**src/rtl/core/sorted_key_table_insert_lookup_macros.svh**
```systemverilog
// Assertion macros for the sorted key table core.
// Included by the modules that carry concurrent checks; no other dependencies.
`ifndef SORTED_KEY_TABLE_INSERT_LOOKUP_MACROS_SVH
`define SORTED_KEY_TABLE_INSERT_LOOKUP_MACROS_SVH

// Same-cycle implication, disabled during reset
`define SKT_ASSERT_HOLD(lbl, ck, rn, ante, cons, msg) \
    lbl: assert property (@(posedge ck) disable iff (!rn) (ante) |-> (cons)) \
        else $error(msg);

// Next-cycle implication, disabled during reset
`define SKT_ASSERT_NEXT(lbl, ck, rn, ante, cons, msg) \
    lbl: assert property (@(posedge ck) disable iff (!rn) (ante) |=> (cons)) \
        else $error(msg);

`endif

```
**src/rtl/core/sktbl_pkg.sv**
```systemverilog
// Shared types and codes for the sorted key table core.
// Used by sktbl_seq and the top level; no dependencies.
`timescale 1ns / 1ps

package sktbl_pkg;

    // Command codes (code three is unused and ignored)
    typedef enum logic [1:0] {
        FN_INSERT = 2'd0,
        FN_LOOKUP = 2'd1,
        FN_CLEAR  = 2'd2
    } sktbl_func_t;

    // Result status codes
    typedef enum logic [1:0] {
        STAT_OK   = 2'd0,
        STAT_FULL = 2'd1,
        STAT_MISS = 2'd2
    } sktbl_status_t;

    // Sequencer states
    typedef enum logic [3:0] {
        ST_IDLE,
        ST_SRCH_RD,
        ST_SRCH_CMP,
        ST_SHIFT,
        ST_WRITE,
        ST_DN_RD,
        ST_DN_CMP,
        ST_UP_RD,
        ST_UP_CMP
    } sktbl_state_t;

    // Command word
    typedef struct packed {
        logic [1:0]  func;
        logic [31:0] key;
        logic [1:0]  info_kind;
        logic [31:0] payload;
    } sktbl_cmd_t;

    // Result word
    typedef struct packed {
        sktbl_status_t status;
        logic [7:0]    position;
        logic [31:0]   found_payload;
        logic [8:0]    entry_count;
    } sktbl_rsp_t;

    // One table entry as held in memory
    typedef struct packed {
        logic [31:0] key;
        logic [1:0]  kind;
        logic [31:0] payload;
    } sktbl_entry_t;

    // Completion from the sequencer to the output register
    typedef struct packed {
        logic       valid;
        sktbl_rsp_t rsp;
    } sktbl_fin_t;

endpackage

```
**src/rtl/core/sktbl_seq.sv**
```systemverilog
// Sorted key table sequencer: binary search, shift-up insert, lookup scan, clear.
// Depends on sktbl_pkg and the assertion macro header; drives one entry RAM.
`timescale 1ns / 1ps
`include "sorted_key_table_insert_lookup_macros.svh"

module sktbl_seq
    import sktbl_pkg::*;
#(
    parameter int TABLE_DEPTH = 256
) (
    input  logic                           clk,
    input  logic                           rst_n,
    input  logic                           start,
    input  sktbl_cmd_t                     cmd,
    output logic                           busy,
    output sktbl_fin_t                     fin,
    output logic                           mem_we,
    output logic [$clog2(TABLE_DEPTH)-1:0] mem_waddr,
    output sktbl_entry_t                   mem_wdata,
    output logic [$clog2(TABLE_DEPTH)-1:0] mem_raddr,
    input  sktbl_entry_t                   mem_rdata
);

    localparam int IDX_W = $clog2(TABLE_DEPTH);
    localparam int CNT_W = $clog2(TABLE_DEPTH + 1);
    localparam logic [CNT_W-1:0] CNT_MAX = CNT_W'(TABLE_DEPTH);

    sktbl_state_t       state_reg, state_next;
    logic [CNT_W-1:0]   count_reg, count_next;
    logic [CNT_W-1:0]   lo_reg, lo_next;
    logic [CNT_W-1:0]   hi_reg, hi_next;      // exclusive upper bound
    logic [IDX_W-1:0]   mid_reg, mid_next;
    logic [CNT_W-1:0]   ptr_reg, ptr_next;    // shift destination or scan index
    logic [CNT_W-1:0]   slot_reg, slot_next;
    logic               wr_pend_reg, wr_pend_next;
    logic [IDX_W-1:0]   wr_addr_reg, wr_addr_next;
    logic               lookup_reg, lookup_next;
    logic [31:0]        key_reg, key_next;
    logic [1:0]         kind_reg, kind_next;
    logic [31:0]        data_reg, data_next;

    logic               rd_use;
    logic [CNT_W:0]     mid_sum;
    logic [CNT_W-1:0]   mid_ext;
    logic               key_gt;
    logic               key_lt;
    logic [CNT_W-1:0]   lo_try;
    logic [CNT_W-1:0]   hi_try;

    // Low bits of an index or count for the result fields
    function automatic logic [7:0] low8(input logic [CNT_W-1:0] v);
        logic [31:0] w;
        w = 32'(v);
        return w[7:0];
    endfunction

    function automatic logic [8:0] low9(input logic [CNT_W-1:0] v);
        logic [31:0] w;
        w = 32'(v);
        return w[8:0];
    endfunction

    // Probe arithmetic: floor midpoint of the open window, compare with read key
    assign mid_sum = {1'b0, lo_reg} + {1'b0, hi_reg} - 1'b1;
    assign mid_ext = CNT_W'(mid_reg);
    assign key_gt  = key_reg > mem_rdata.key;
    assign key_lt  = key_reg < mem_rdata.key;
    assign lo_try  = key_gt ? (mid_ext + 1'b1) : lo_reg;
    assign hi_try  = key_lt ? mid_ext : hi_reg;

    assign busy = (state_reg != ST_IDLE);

    // Control registers
    always_ff @(posedge clk or negedge rst_n)
    begin
        if (!rst_n)
        begin
            state_reg   <= ST_IDLE;
            count_reg   <= '0;
            wr_pend_reg <= 1'b0;
        end
        else
        begin
            state_reg   <= state_next;
            count_reg   <= count_next;
            wr_pend_reg <= wr_pend_next;
        end
    end

    // Working registers
    always_ff @(posedge clk)
    begin
        lo_reg      <= lo_next;
        hi_reg      <= hi_next;
        mid_reg     <= mid_next;
        ptr_reg     <= ptr_next;
        slot_reg    <= slot_next;
        wr_addr_reg <= wr_addr_next;
        lookup_reg  <= lookup_next;
        key_reg     <= key_next;
        kind_reg    <= kind_next;
        data_reg    <= data_next;
    end

    // Next state, memory access and completion
    always_comb
    begin
        state_next   = state_reg;
        count_next   = count_reg;
        lo_next      = lo_reg;
        hi_next      = hi_reg;
        mid_next     = mid_reg;
        ptr_next     = ptr_reg;
        slot_next    = slot_reg;
        wr_pend_next = wr_pend_reg;
        wr_addr_next = wr_addr_reg;
        lookup_next  = lookup_reg;
        key_next     = key_reg;
        kind_next    = kind_reg;
        data_next    = data_reg;

        mem_we       = 1'b0;
        mem_waddr    = wr_addr_reg;
        mem_wdata    = mem_rdata;
        mem_raddr    = mid_sum[IDX_W:1];
        rd_use       = 1'b0;

        fin                   = '0;
        fin.rsp.status        = STAT_OK;
        fin.rsp.entry_count   = low9(count_reg);

        case (state_reg)
            ST_IDLE:
            begin
                if (start)
                begin
                    key_next    = cmd.key;
                    kind_next   = cmd.info_kind;
                    data_next   = cmd.payload;
                    lo_next     = '0;
                    hi_next     = count_reg;
                    slot_next   = '0;
                    lookup_next = (cmd.func == FN_LOOKUP);
                    case (cmd.func)
                        FN_INSERT:
                        begin
                            if (count_reg >= CNT_MAX)
                            begin
                                fin.valid      = 1'b1;
                                fin.rsp.status = STAT_FULL;
                            end
                            else if (count_reg == '0)
                            begin
                                state_next = ST_WRITE;
                            end
                            else
                            begin
                                state_next = ST_SRCH_RD;
                            end
                        end
                        FN_LOOKUP:
                        begin
                            if (count_reg == '0)
                            begin
                                fin.valid      = 1'b1;
                                fin.rsp.status = STAT_MISS;
                            end
                            else
                            begin
                                state_next = ST_SRCH_RD;
                            end
                        end
                        FN_CLEAR:
                        begin
                            count_next          = '0;
                            fin.valid           = 1'b1;
                            fin.rsp.entry_count = '0;
                        end
                        default:
                        begin
                            fin.valid = 1'b1;
                        end
                    endcase
                end
            end

            // Issue the probe read at the midpoint
            ST_SRCH_RD:
            begin
                mem_raddr  = mid_sum[IDX_W:1];
                mid_next   = mid_sum[IDX_W:1];
                rd_use     = 1'b1;
                state_next = ST_SRCH_CMP;
            end

            // Narrow the window or stop
            ST_SRCH_CMP:
            begin
                if ((key_gt || key_lt) && (lo_try < hi_try))
                begin
                    lo_next    = lo_try;
                    hi_next    = hi_try;
                    state_next = ST_SRCH_RD;
                end
                else if (lookup_reg)
                begin
                    if (!key_gt && !key_lt)
                    begin
                        ptr_next   = mid_ext;
                        state_next = ST_DN_RD;
                    end
                    else
                    begin
                        fin.valid      = 1'b1;
                        fin.rsp.status = STAT_MISS;
                        state_next     = ST_IDLE;
                    end
                end
                else
                begin
                    slot_next    = key_gt ? (mid_ext + 1'b1) : mid_ext;
                    ptr_next     = count_reg;
                    wr_pend_next = 1'b0;
                    state_next   = ST_SHIFT;
                end
            end

            // Move entries up one slot: read i-1 now, write it to i next cycle
            ST_SHIFT:
            begin
                if (wr_pend_reg)
                begin
                    mem_we    = 1'b1;
                    mem_waddr = wr_addr_reg;
                    mem_wdata = mem_rdata;
                end
                if (ptr_reg > slot_reg)
                begin
                    mem_raddr    = IDX_W'(ptr_reg - 1'b1);
                    rd_use       = 1'b1;
                    wr_pend_next = 1'b1;
                    wr_addr_next = IDX_W'(ptr_reg);
                    ptr_next     = ptr_reg - 1'b1;
                end
                else
                begin
                    wr_pend_next = 1'b0;
                    state_next   = ST_WRITE;
                end
            end

            // Store the new entry at its slot
            ST_WRITE:
            begin
                mem_we                = 1'b1;
                mem_waddr             = IDX_W'(slot_reg);
                mem_wdata.key         = key_reg;
                mem_wdata.kind        = kind_reg;
                mem_wdata.payload     = data_reg;
                count_next            = count_reg + 1'b1;
                fin.valid             = 1'b1;
                fin.rsp.position      = low8(slot_reg);
                fin.rsp.entry_count   = low9(count_reg + 1'b1);
                state_next            = ST_IDLE;
            end

            // Walk down to the first entry with an equal key
            ST_DN_RD:
            begin
                if (ptr_reg == '0)
                begin
                    state_next = ST_UP_RD;
                end
                else
                begin
                    mem_raddr  = IDX_W'(ptr_reg - 1'b1);
                    rd_use     = 1'b1;
                    state_next = ST_DN_CMP;
                end
            end

            ST_DN_CMP:
            begin
                if (mem_rdata.key == key_reg)
                begin
                    ptr_next   = ptr_reg - 1'b1;
                    state_next = ST_DN_RD;
                end
                else
                begin
                    state_next = ST_UP_RD;
                end
            end

            // Walk up through equal keys looking for a matching kind
            ST_UP_RD:
            begin
                if (ptr_reg >= count_reg)
                begin
                    fin.valid      = 1'b1;
                    fin.rsp.status = STAT_MISS;
                    state_next     = ST_IDLE;
                end
                else
                begin
                    mem_raddr  = IDX_W'(ptr_reg);
                    rd_use     = 1'b1;
                    state_next = ST_UP_CMP;
                end
            end

            ST_UP_CMP:
            begin
                if (mem_rdata.key != key_reg)
                begin
                    fin.valid      = 1'b1;
                    fin.rsp.status = STAT_MISS;
                    state_next     = ST_IDLE;
                end
                else if (mem_rdata.kind == kind_reg)
                begin
                    fin.valid             = 1'b1;
                    fin.rsp.position      = low8(ptr_reg);
                    fin.rsp.found_payload = mem_rdata.payload;
                    state_next            = ST_IDLE;
                end
                else
                begin
                    ptr_next   = ptr_reg + 1'b1;
                    state_next = ST_UP_RD;
                end
            end

            default:
            begin
                state_next = ST_IDLE;
            end
        endcase
    end

    // Checks
    `SKT_ASSERT_HOLD(a_no_rw_clash, clk, rst_n, mem_we && rd_use, mem_waddr != mem_raddr, "shift read and write hit the same entry")
    `SKT_ASSERT_HOLD(a_count_bound, clk, rst_n, 1'b1, count_reg <= CNT_MAX, "entry count above table depth")
    `SKT_ASSERT_NEXT(a_clear_empties, clk, rst_n, start && !busy && cmd.func == FN_CLEAR, count_reg == '0, "clear did not empty table")
    `SKT_ASSERT_HOLD(a_search_window, clk, rst_n, state_reg == ST_SRCH_RD, lo_reg < hi_reg, "probe issued with empty window")
    `SKT_ASSERT_HOLD(a_shift_floor, clk, rst_n, state_reg == ST_SHIFT, ptr_reg >= slot_reg, "shift pointer passed insert slot")

endmodule

```
**config.mk**
```make
export PLATFORM = sky130hd
export DESIGN_NAME = sktbl_seq
export DESIGN_NICKNAME = d
export VERILOG_FILES = /design/src/rtl/core/sktbl_pkg.sv /design/src/rtl/core/sktbl_seq.sv
export VERILOG_INCLUDE_DIRS = /design/src /design/src/rtl/core
export SDC_FILE = /design/constraint.sdc
export NUM_CORES = 1
export LEC_CHECK = 0
export ABC_AREA = 1
export BUFFER_PORTS_ARGS = -buffer_cell sky130_fd_sc_hd__buf_2
export CAP_MARGIN = 20
export CORE_ASPECT_RATIO = 0.9
export CORE_MARGIN = 2
export CORE_UTILIZATION = 45
export CTS_BUF_LIST = sky130_fd_sc_hd__clkbuf_2
export CTS_CLUSTER_SIZE = 25
export DETAILED_ROUTE_END_ITERATION = 6
export GPL_TIMING_DRIVEN = 0
export PLACE_DENSITY = 0.71
export SETUP_SLACK_MARGIN = 0.02
export SLEW_MARGIN = 20
export SYNTH_ARGS = -nofsm -noshare
export SYNTH_HDL_FRONTEND = slang
export SYNTH_SLANG_ARGS = --single-unit
export TNS_END_PERCENT = 5
```
**constraint.sdc**
```tcl
create_clock -name clk -period 24.6 [get_ports clk]
set_input_delay 7.38 -clock clk [delete_from_list [all_inputs] [get_ports clk]]
set_output_delay 7.38 -clock clk [all_outputs]
set_load 0.01 [all_outputs]
```
==> results.cfg, run 1 <==
[placed_design]
portBuffers = 272
post_dp_cell_area_um2 = 11000
hpwl_um = 23600
gp_congestion = 0.965

[synthesis]
synthAdderAreaFrac = 0.107
seq_area_frac_synth = 0.425
synth.avg_cell_area_um2 = 8.29
syn_area_um2 = 9230
synth_top_family_by_area = simple AND/OR/NAND/NOR gates
synth.distinct_cells = 49
synthXorXnorAreaFrac = 0.0171
synth.mux.area_fraction = 0
ys.flop_type = edfxtp_1
synthArstFlopShare = 0.105
syn-num-nets = 1328
synth_edf_count = 119
yosys.area_share.simple = 0.218
synth_warnings = 0
synth_compound_area_frac = 0.137
synthCells = 1113
yosys_register_bits = 133

[drt]
wl_met3_um = 2300
dr_wl_met2_um = 13200
top_layer = met4
routed_wl_um = 28700
drc = 0
drt-initial-drc-count = 613
vias = 8816
antenna_left = 0
via_per_inst = 5.26
avgRoutedWirePerCell_um = 17.1
firstDrtPassIters = 5
wl_met1_um = 12400

[sta]
relSlewSlack = 0.475
period_share = 0.737
fin_skew_ps = 39.5
setup_tns_ps = 0
maxSlewViolCount = 0
rsz0062_at_grt = false
fmax_mhz = 55.1
hold_viol_final = 0
tightest_slew_ps = 787
finalSetupViolCount = 0
fin_crit_ps = 18140

[clock_network]
postCtsSetupRepairBufs = 0
clkSlewWorstSetupHoldPaths_ps = 200
htree_levels = 4
cts_resized = 0
clkSinkCount = 133
cts_root_buffer = clkbuf_2
tritoncts = done
clockBufferDepth = 2
cts_buffers = 17
clk_latency_ps = 740
ctsHoldBuffers = 0

[setup_path]
required_ps = 17220
cpMostUsedCell = nand2_1
critPathCaptureType = primary output
crit_slowest_cell = ha_1
arrival_ps = 10760
cp_cell_sequence = buf_2 > inv_1 > ha_1 > nand2_1 > nor2_1 > and2_1 > inv_2 > nor3_4 > nand2_2 > nand2_4 > a21oi_1 > o21ai_0 > nand2_1 > ha_1 > a21oi_1 > o21a_1 > o221ai_1 > nor3_2 > nand2_2 > nand2_1 > nand4_1 > buf_2
cp_max_fo = 10
cpPeakStageDelay_ps = 330
critPathLaunchType = primary input
criticalPathCategory = in -> out

[final_layout]
final_area_um2 = 11200
area.growth.synth_to_final_pct = 21.5
final_common_cell = buf_2
drive_gt1_frac = 0.273
final_cell_mix = 286 x buf_2, 266 x nand2_1, 171 x inv_1, 119 x edfxtp_1, 108 x o21ai_0
final_nets = 1622

[power_and_ir_drop]
ir_worst_vdd_mv = 0.0447
powerDensity_nw_per_um2 = 116
p_leak_nw = 5.35

[grt]
grt_overflow_total = 0
grtUsageTotal = 0.267
grt_pass1_wl_um = 44200
grt_pass1_vias = 8261
antenna_found_initial = 2
grt_start_max_net_pins = 27

[floorplan]
io-pin-count = 273
start_util = 0.460
fp.dieH_um = 140
placementRows = 49
core_area_um2 = 20000
dieArea_um2 = 21700
die_w_um = 155

[status]
status = finished, final reports clean

[flow_run]
drv_cap = 0

[hold_path]
worst_hold_path_type = reg -> reg
-- cell families after synthesis --
| family | count (synthesis) |
|---|---|
| compound gates | 219 |
| fa+ha+maj | 78 |
| xor+xnor | 18 |
| simple gates | 443 |
| buf+inv | 222 |
| flops | 133 |
-- layer usage --
metal,up-vias,global-route usage
li1,4356,-
met1,4043,0.358
met2,368,0.432
met3,49,0.0523
met4,0,0.0911
met5,-,0
-- final timing paths --
path,startpoint,to,slack [ps],cells after the start
setup / recovery,mem_rdata[49],fin[50],6460,22
hold / removal,ptr_reg[0],wr_addr_reg[0],550,0
setup reg to reg,key_reg[15],hi_reg[2],20150,19
hold reg to reg,ptr_reg[0],wr_addr_reg[0],550,0
max in group asynchronous,rst_n,wr_pend_reg,17800,1
min in group asynchronous,rst_n,count_reg[1],6530,1
-- where the power goes --
group / internal (mW) / switching [mW]
clock: 0.0471 / 0.0911
sequential: 0.352 / 0.0583
combinational: 0.264 / 0.493
-- Yosys cell counts (2+ instances only) --
cell type,instances,share of area
xor2_1,13,0.012
o21ai_0,108,0.059
inv_1,171,0.070
or2_2,4,0.0027
nor2_1,44,0.018
and3_1,2,0.0014
buf_6,4,0.0049
o31ai_2,8,0.011
nand2_2,6,0.0041
nand3_2,3,0.0033
nand4_1,15,0.010
nand3_1,28,0.015
dfrtp_1,14,0.038
a21oi_2,2,0.0019
buf_2,14,0.0076
edfxtp_1,119,0.39
nor3_2,3,0.0033
o22ai_1,3,0.0020
o21a_1,4,0.0033
inv_2,14,0.0057
o311ai_0,3,0.0028
nor3_1,48,0.026
o31ai_1,3,0.0024
nand2_1,266,0.11
a31oi_1,3,0.0020
o21ai_1,4,0.0022
nor2_2,6,0.0041
ha_1,77,0.10
nor3_4,4,0.0071
nor4_1,2,0.0014
nand3b_1,3,0.0024
clkinv_1,2,0.00081
nor2_4,5,0.0061
o211ai_1,14,0.011
a21oi_1,61,0.033
clkbuf_1,13,0.0053
o221ai_1,2,0.0019
xnor2_1,5,0.0047
nand2_4,2,0.0024
buf_1,2,0.00081
-- area by class of cell --
cell class | instances | area (um2)
diodes | 2 | 5.00
multi-input cells | 758 | 4420
repair buffers | 275 | 1410
clock inverters | 15 | 153
inverters | 188 | 711
fillers | 1908 | 8840
well taps | 255 | 319
flip-flops and latches | 133 | 3920
plain buffers | 34 | 179
clock buffers | 17 | 85.1
-- through the flow --
step,std cells,total power [mW],setup slack (ps),hold WS (ps),util
6_report,1677,1.31,6460,551,0.559
5_1_grt,1677,1.41,6130,555,0.559
4_1_cts,1675,1.31,6470,544,0.559
2_1_floorplan,1113,0.897,6210,475,-
3_5_place_dp,1643,1.17,6550,528,0.547
3_3_place_gp,1640,1.15,4130,533,0.544
-- critical path, delay by kind of cell --
family,cells,cell delay (ps)
buffers and inverters,4,340
adders and majority gates,2,610
AOI/OAI and AO/OA,5,690
and+or+nand+nor,11,1730
Note: power is estimated with default switching activity, not from simulation.
==> inputs of run 2 (changes only) <==
PLACE_DENSITY = 0.74   (was 0.71)
clock period = 14.6 ns   (was 24.6 ns; I/O delays follow)
==> run 2 against run 1 <==
Against the previous run:
- cell count is essentially flat
- combinational power grew 69%
- sequential power grew 69%
- setup slack lost 4100 ps
- sequential share of layout area shrank 0.10 points
- critical endpoint unchanged
- largest cell class unchanged
- largest power group unchanged
- highest routed layer unchanged
==> results.cfg, run 2 (synthesis results as in run 1) <==
[sta]
hold_viol_final = 0
relSlewSlack = 0.461
setup_tns_ps = 0
tightest_slew_ps = 808
whs_ps = 573
rsz0062_at_grt = false
period_share = 0.836
fin_skew_ps = 47.7
fmax_mhz = 81.9
finalSetupViolCount = 0
maxSlewViolCount = 0
fin_crit_ps = 12210

[power_and_ir_drop]
powerDensity_nw_per_um2 = 198
p_leak_nw = 5.37
finalPower_mw = 2.23
ir_worst_vdd_mv = 0.0898

[clock_network]
cts_buffers = 17
cts_resized = 0
cts_root_buffer = clkbuf_2
htree_levels = 4
clkSinkCount = 133
clk_latency_ps = 750
clkSlewWorstSetupHoldPaths_ps = 200
tritoncts = done
postCtsSetupRepairBufs = 0
clockBufferDepth = 2
ctsHoldBuffers = 0

[setup_path]
worstReg2RegStart = key_reg[15]
cpMostUsedCell = nand2_1
critPathCaptureType = primary output
r2r_slack_ps = 10150
critPathLaunchType = primary input
required_ps = 10220
criticalPathCategory = in -> out
arrival_ps = 7830
cp_cell_sequence = buf_2 > inv_1 > ha_1 > nand2_1 > nor2_1 > and2_1 > inv_2 > nor3_4 > nand2_2 > nand2_4 > a21oi_1 > o21ai_0 > nand2_1 > ha_1 > a21oi_1 > o21a_1 > o221ai_1 > nor3_2 > nand2_2 > nand2_1 > nand4_1 > buf_2
cpPeakStageDelay_ps = 330
cp_max_fo = 10
r2r_end = hi_reg[4]
reg2reg_depth = 19
crit_slowest_cell = ha_1

[drt]
vias = 8973
dr_wl_met2_um = 13400
routed_wl_um = 28900
via_per_inst = 5.35
wl_met1_um = 12100
top_layer = met4
wl_met3_um = 2470
drc = 0
firstDrtPassIters = 6
drt-initial-drc-count = 774
antenna_left = 0
avgRoutedWirePerCell_um = 17.2

[floorplan]
placementRows = 49
start_util = 0.460
fp.dieH_um = 140
io-pin-count = 273
dieArea_um2 = 21700
die_w_um = 155
core_area_um2 = 20000

[grt]
antenna_found_initial = 3
grt_overflow_total = 0
grt_pass1_vias = 8494
grtUsageTotal = 0.269
grt_pass1_wl_um = 44800
grt_start_max_net_pins = 28

[hold_path]
hp-start = ptr_reg[0]
min_path_cells = 0
min_to = wr_addr_reg[0]
worst_hold_path_type = reg -> reg

[final_layout]
final_cell_mix = 286 x buf_2, 266 x nand2_1, 171 x inv_1, 119 x edfxtp_1, 108 x o21ai_0
final_nets = 1622
fin_cells = 1678
final_common_cell = buf_2
area.growth.synth_to_final_pct = 21.9
nFillCells = 1918
drive_gt1_frac = 0.273

[flow_run]
drv_cap = 0

[placed_design]
placedCellCount = 1643
hpwl_um = 23600
gp_congestion = 0.967
portBuffers = 272

[status]
status = finished, final reports clean
run 2: cell count changes in the layout (fill, tap and decap cells not counted):
cell        change
diode_2         +1
inv_6           -2
clkinvlp_4      -1
clkinv_4        +4
clkbuf_2        +1
clkinv_2        -3
bufinv_16       +1
run 2: layer usage:
layer / vias to the layer above / track usage
met5: - / 0
met4: 0 / 0.0999
met3: 57 / 0.0505
met2: 446 / 0.439
met1: 4121 / 0.358
li1: 4349 / -
run 2: report_power, final:
group / switching (mW) / internal (mW)
clock: 0.156 / 0.0983
sequential: 0.0979 / 0.593
combinational: 0.836 / 0.446
run 2: how the worst max path moves through the flow:
stage,from,cells after the start,to,slack (ps)
after floorplan,start,5,fin[51],2210
after global placement,start,7,fin[51],20
after detailed placement,mem_rdata[49],22,fin[50],2460
after CTS,mem_rdata[49],22,fin[50],2450
after global routing,mem_rdata[49],22,fin[50],2130
final,mem_rdata[49],22,fin[50],2390
run 2: cell type report:
type	count	area, um2	share of cell area
diodes	3	7.51	0.000668
plain buffers	34	179	0.0159
repair buffers	275	1410	0.126
multi-input cells	758	4420	0.393
clock buffers	18	90.1	0.00801
well taps	255	319	0.0284
clock inverters	14	178	0.0158
inverters	188	711	0.0632
flip-flops and latches	133	3920	0.349
run 2: through the flow:
step                      cell area (um2)   util  worst slack, ps
after global placement              10900  0.544             19.9
after floorplan                      9230      -             2210
after CTS                           11200  0.560             2450
final                               11200  0.561             2390
after global routing                11200  0.561             2130
after detailed placement            11000  0.547             2460
run 2: critical path: cells and delay by family:
| kind | cells | cell delay [ps] |
|---|---|---|
| adders and majority gates | 2 | 620 |
| and+or+nand+nor | 11 | 1790 |
| AOI/OAI and AO/OA | 5 | 680 |
| buffers and inverters | 4 | 360 |
